===== src/sv/psd_pkg.sv =====
`default_nettype none
package psd_pkg;

  localparam int COORD_BITS   = 16;
  localparam int FRAC_BITS    = 8;
  localparam int OUT_BITS     = 43;
  localparam int CFG_IDX_BITS = 8;

  localparam int DIFF_BITS = COORD_BITS + 1;
  localparam int PROD_BITS = 2 * DIFF_BITS;
  localparam int SUM_BITS  = PROD_BITS + 1;
  localparam int MAG_BITS  = PROD_BITS;
  localparam int SQ_BITS   = 2 * MAG_BITS;
  localparam int NUM_BITS  = SQ_BITS + FRAC_BITS + 1;

  localparam int FIFO_DEPTH = 4;
  localparam int FIFO_AW    = $clog2(FIFO_DEPTH);

  typedef enum logic [CFG_IDX_BITS-1:0] {
    REG_START_X = 8'd0,
    REG_START_Y = 8'd1,
    REG_END_X   = 8'd2,
    REG_END_Y   = 8'd3
  } cfg_reg_t;

  // classified request handed from front to back
  typedef struct packed {
    logic                degen;
    logic                between;
    logic [MAG_BITS-1:0] ep;
    logic [MAG_BITS-1:0] c;
    logic [MAG_BITS-1:0] len2;
  } psd_item_t;

endpackage
`default_nettype wire


===== src/sv/psd_fifo.sv =====
`default_nettype none
module psd_fifo import psd_pkg::*; (
  input  wire        clk,
  input  wire        rst_n,
  input  wire        push,
  input  psd_item_t  push_item,
  input  wire        pop,
  output logic       full,
  output logic       empty,
  output psd_item_t  head
);

  psd_item_t          mem_r [FIFO_DEPTH];
  logic [FIFO_AW-1:0] wptr_r, rptr_r;
  logic [FIFO_AW:0]   cnt_r;
  logic               do_push, do_pop;

  assign full    = cnt_r == (FIFO_AW+1)'(FIFO_DEPTH);
  assign empty   = cnt_r == '0;
  assign do_push = push && !full;
  assign do_pop  = pop && !empty;
  assign head    = mem_r[rptr_r];

  always_ff @(posedge clk) begin
    if (!rst_n) begin
      wptr_r <= '0;
      rptr_r <= '0;
      cnt_r  <= '0;
    end else begin
      if (do_push) wptr_r <= wptr_r + 1'b1;
      if (do_pop)  rptr_r <= rptr_r + 1'b1;
      cnt_r <= cnt_r + (FIFO_AW+1)'(do_push) - (FIFO_AW+1)'(do_pop);
    end
  end

  always_ff @(posedge clk) begin
    if (do_push) mem_r[wptr_r] <= push_item;
  end

endmodule
`default_nettype wire


===== config.mk =====
export PLATFORM = sky130hd
export DESIGN_NAME = psd_fifo
export DESIGN_NICKNAME = d
export VERILOG_FILES = /design/src/sv/psd_pkg.sv /design/src/sv/psd_fifo.sv
export SDC_FILE = /design/constraint.sdc
export NUM_CORES = 1
export LEC_CHECK = 0
export BUFFER_PORTS_ARGS = -buffer_cell sky130_fd_sc_hd__buf_4
export CORE_MARGIN = 2
export CORE_UTILIZATION = 48
export DETAILED_ROUTE_END_ITERATION = 8
export PLACE_DENSITY_LB_ADDON = 0.08
export SYNTH_ARGS = -nofsm -noshare
export SYNTH_HDL_FRONTEND = slang
export SYNTH_SLANG_ARGS = --single-unit

===== constraint.sdc =====
create_clock -name clk -period 12.7 [get_ports clk]
set_input_delay 3.81 -clock clk [delete_from_list [all_inputs] [get_ports clk]]
set_output_delay 3.81 -clock clk [all_outputs]
set_load 0.02 [all_outputs]

# After elaboration in Yosys (flattened, before gate mapping)
# Memory sizes are Yosys's and may differ from the RTL's. A register that Yosys moved wholly into a read port is not among the register bits.
# Cells that the tools add are included.
dict set report word_totals {
  n_memories 1
  latch_bits 0
  register_bits 7
  rom_bits 0
  out_inout_bits 106
  elab_cells 18
  input_bits 108
  mem_bits_rw 416
}
dict set report classes {
  n_mux 4
  shifts 0
  multipliers 0
  div 0
  bitwise 0
  eq_ne 1
  addsub 4
  n_reduce_logical 5
  n_lt_le_gt_ge 0
}
# name words word_bits rd rd_ports_with_merged_regs write_ports line
set memory_table {}
lappend memory_table {mem_r 4 104 1 1 1 psd_fifo.sv:13} ;# psd_item_t mem_r [FIFO_DEPTH];
# op count
set op_table {}
lappend op_table {{$add 2x1->2 const B} 2}
lappend op_table {{$mux 2} 2}
lappend op_table {{$add 3x1->3} 1}
lappend op_table {{$eq 3x3->1 const B} 1}
lappend op_table {{$logic_not 3->1} 1}
lappend op_table {{$sub 3x1->3} 1}
lappend op_table {{$logic_and 1x1->1} 2}
lappend op_table {{$logic_not 1->1} 2}
lappend op_table {{$mux 1} 2}

# Longest topological paths before layout
dict set report logic_depth {
  depth_word 5
  depth_mapped 11
  depth_no_buf 10
}

# Worst setup path after synthesis
# OpenSTA, ideal clock, no wires.
dict set report synth_timing {
  path_type {input to register}
  from {input push}
  to {memory mem_r[0][0] in the netlist's numbering (enable)}
  required_time_ps 12225
  slack_ps 5633
  t_arrival_ps 6592
  cell_stages 3
  setup_ps 475
  path_cell_list {nor2b_1 > clkbuf_1 > and2_1}
}
dict set report synth_via {
  elab_chain_cells 3
}
# element line
set synth_rtl {}
lappend synth_rtl {{from (decl)} psd_fifo.sv:5} ;# input wire push,
lappend synth_rtl {{$logic_and 1x1->1} psd_fifo.sv:20} ;# assign do_push = push && !full;
lappend synth_rtl {{$mux 1} psd_fifo.sv:37} ;# if (do_push) mem_r[wptr_r] <= push_item;
lappend synth_rtl {{$mux 1 (implied by the code)} psd_fifo.sv:37}
lappend synth_rtl {{to (decl)} psd_fifo.sv:13}
# Every way passes these cells.

==> flow_summary.yaml <==
status:
  status: "finished clean"
timing:
  finalClockSkew_ps: 21.7
  rsz0062_at_grt: "no"
  tightest_slew_ps: 979
  slew_violations: 0
  fin_crit_sh: 0.522
  hold_viol_final: 0
  maxSlewHeadroom: 0.347
  finalSetupViolCount: 0
  fin_crit_ps: 6630
  tns_ps: 0
  fmax_mhz: 151
clocking:
  root_buffer: "clkbuf_16"
  cts_resized: 0
  clkSinkCount: 425
  cts_setup_buffers: 0
  clk_latency_ps: 530
  ctsHtreeMaxLevel: 2
  clk_pin_slew_ps: 60
  cts_buffers: 44
  hold_buffers: 0
  clock_path_buffers: 3
  cts_tree: "done"
pwr:
  vdd_drop_max_uv: 147
  power_density_mw_per_mm2: 210
  p_leak_nw: 6.37
setup_path:
  crit_path_end_kind: "output port"
  path_class: "reg -> out"
  cp_data_required_time_ps: 8890
  worstPathArrival_ps: 2820
  critPathLaunchType: "register"
  worstPathMaxFanout: 58
detailed_routing:
  drt_first_pass_iters: 5
  vias: 6870
  via_per_inst: 5.40
  antenna_left: 0
  wl_um: 28800
  drt-wirelength-per-cell_um: 22.6
  drt-initial-drc-count: 449
  post-route-drc-count: 0
synth:
  synth_largest_area_cell: "edfxtp_1"
  synth_seq_area_share: 0.818
  synth_area_mm2: 0.0155
  synth.most_common_cell: "edfxtp_1"
  synth_commonest_cells: "edfxtp_1 (416), mux4_2 (104), buf_2 (11), dfxtp_1 (9)"
  synth_top_area_frac: 0.806
  synth_area_per_cell_um2: 26.0
  synth_top_cells_by_area: "edfxtp_1 (81%), mux4_2 (15%), dfxtp_1 (1.2%), buf_8 (0.68%), ha_1 (0.48%)"
  synth_mux_area_frac: 0.152
  syn_inst: 595
  synth_xor_area_frac: 0.00113
  synth_edf_count: 416
  synth_top_family_by_area: "multiplexers"
  syn-num-nets: 710
  synth-warning-count: 0
  synthSimpleGateAreaFrac: 0.00702
  async_flop_share: 0
  ys_seq_elements: 425
  synth_flop_cell: "edfxtp_1"
  synth_compound_area_frac: 0.00145
  synth.distinct_cells: 21
  synthAdderAreaFrac: 0.00614
floorplanning:
  dieWidth_um: 184
  coreArea_mm2: 0.0316
  die_y_um: 184
  start_util: 0.490
  design.die.area_mm2: 0.0337
  rows: 65
  ios: 214
global_route:
  antenna_found_initial: 0
  grt_pass1_wl_um: 43400
  grt_pass1_vias: 7304
  grt_max_degree: 59
  track_usage: 0.172
  overflow: 0
placement:
  placed_area_mm2: 0.0175
  io_buffers: 213
  gp_congestion: 0.713
  place_hpwl_um: 17000
cells_and_area:
  num_antenna_cells: 0
  area_growth_pct: 22.5
  final_nets: 950
  layout-drive-gt1-share: 0.455
  n_fill_cell: 2262
  final_area_mm2: 0.0190
worst_hold_path:
  worstHoldPathType: "reg -> reg"
job:
  drv_cap: 0
[per-stage QoR]
| step | util | instances | power, W | setup slack, ps | hold slack [ps] |
|---|---|---|---|---|---|
| 2_1_floorplan | - | 595 | 0.00237 | 5630 | 461 |
| 3_3_place_gp | 0.552 | 1191 | 0.00270 | 6380 | 476 |
| 3_5_place_dp | 0.552 | 1191 | 0.00272 | 6300 | 487 |
| 4_1_cts | 0.600 | 1272 | 0.00404 | 5970 | 497 |
| 5_1_grt | 0.600 | 1272 | 0.00415 | 5850 | 531 |
| 6_report | 0.600 | 1272 | 0.00398 | 6070 | 502 |
[kinds of logic (layout without fill, tap and decap cells)]
kind of cell    Yosys count  count (layout)
simple gates             19              19
flops                   425             425
compound gates            4               4
xor+xnor                  2               2
buf+inv                  32             307
mux                     106             106
fa+ha+maj                 7               7
[cell type report]
cell class | count | area [um^2] | area share
clock buffer | 59 | 1220 | 0.0642
clock inverter | 22 | 292 | 0.0154
inverter | 6 | 22.5 | 0.00119
multi-input combinational | 138 | 2620 | 0.138
sequential | 425 | 12700 | 0.668
tap | 402 | 503 | 0.0265
timing repair buffer | 220 | 1650 | 0.0870
[worst paths after layout]
check                              start                     end  depth (start not counted)  slack (ps)
hold / removal    rptr_r[0]$_SDFFE_PN0P_  rptr_r[0]$_SDFFE_PN0P_                          2         500
setup reg to reg     cnt_r[2]$_SDFF_PN0_  mem_r[3][34]$_DFFE_PP_                          4        9780
setup / recovery                register                head[14]                          3        6070
hold reg to reg   rptr_r[0]$_SDFFE_PN0P_  rptr_r[0]$_SDFFE_PN0P_                          2         500
[per-layer routing]
metal	vias up	GRT usage	wire, um
met5	-	0	0
met4	0	0.0445	483
met3	36	0.0469	2110
met2	213	0.273	14000
met1	3593	0.241	12200
li1	3028	-	-
[flip-flops by register name (all words and copies together) (netlist names), named ones only]
signal,cells
mem_r,416
cnt_r,3
rptr_r,2
wptr_r,2
[power breakdown]
part | internal [W] | switching (W) | total, W | leakage, nW
clock network | 0.000817 | 0.000500 | 0.00132 | 0.735
registers | 0.00170 | 0.0000508 | 0.00175 | 3.89
logic | 0.000420 | 0.000491 | 0.000912 | 1.75
total | 0.00294 | 0.00104 | 0.00398 | 6.37
[worst max-delay path, cell delays in order (launching register included)]
cell     delay, ps
dfxtp_4        820
buf_4          800
mux4_2         440
buf_4          180
[cells in the final DEF, fill, tap and decap left out, drive strengths merged]
| cell | count |
|---|---|
| nand2 | 6 |
| or3 | 1 |
| buf | 220 |
| edfxtp | 416 |
| ha | 6 |
| bufinv | 7 |
| mux2i | 2 |
| and2 | 7 |
| o21ai | 3 |
| nor3 | 1 |
| clkbuf | 59 |
| nor2b | 2 |
| dfxtp | 9 |
| mux4 | 104 |
| inv | 8 |
| a21boi | 1 |
| nor3b | 1 |
| clkinvlp | 2 |
| xnor2 | 2 |
| clkinv | 11 |
| fa | 1 |
| or4bb | 1 |
No activity file was read; power rests on OpenSTA's default activity.
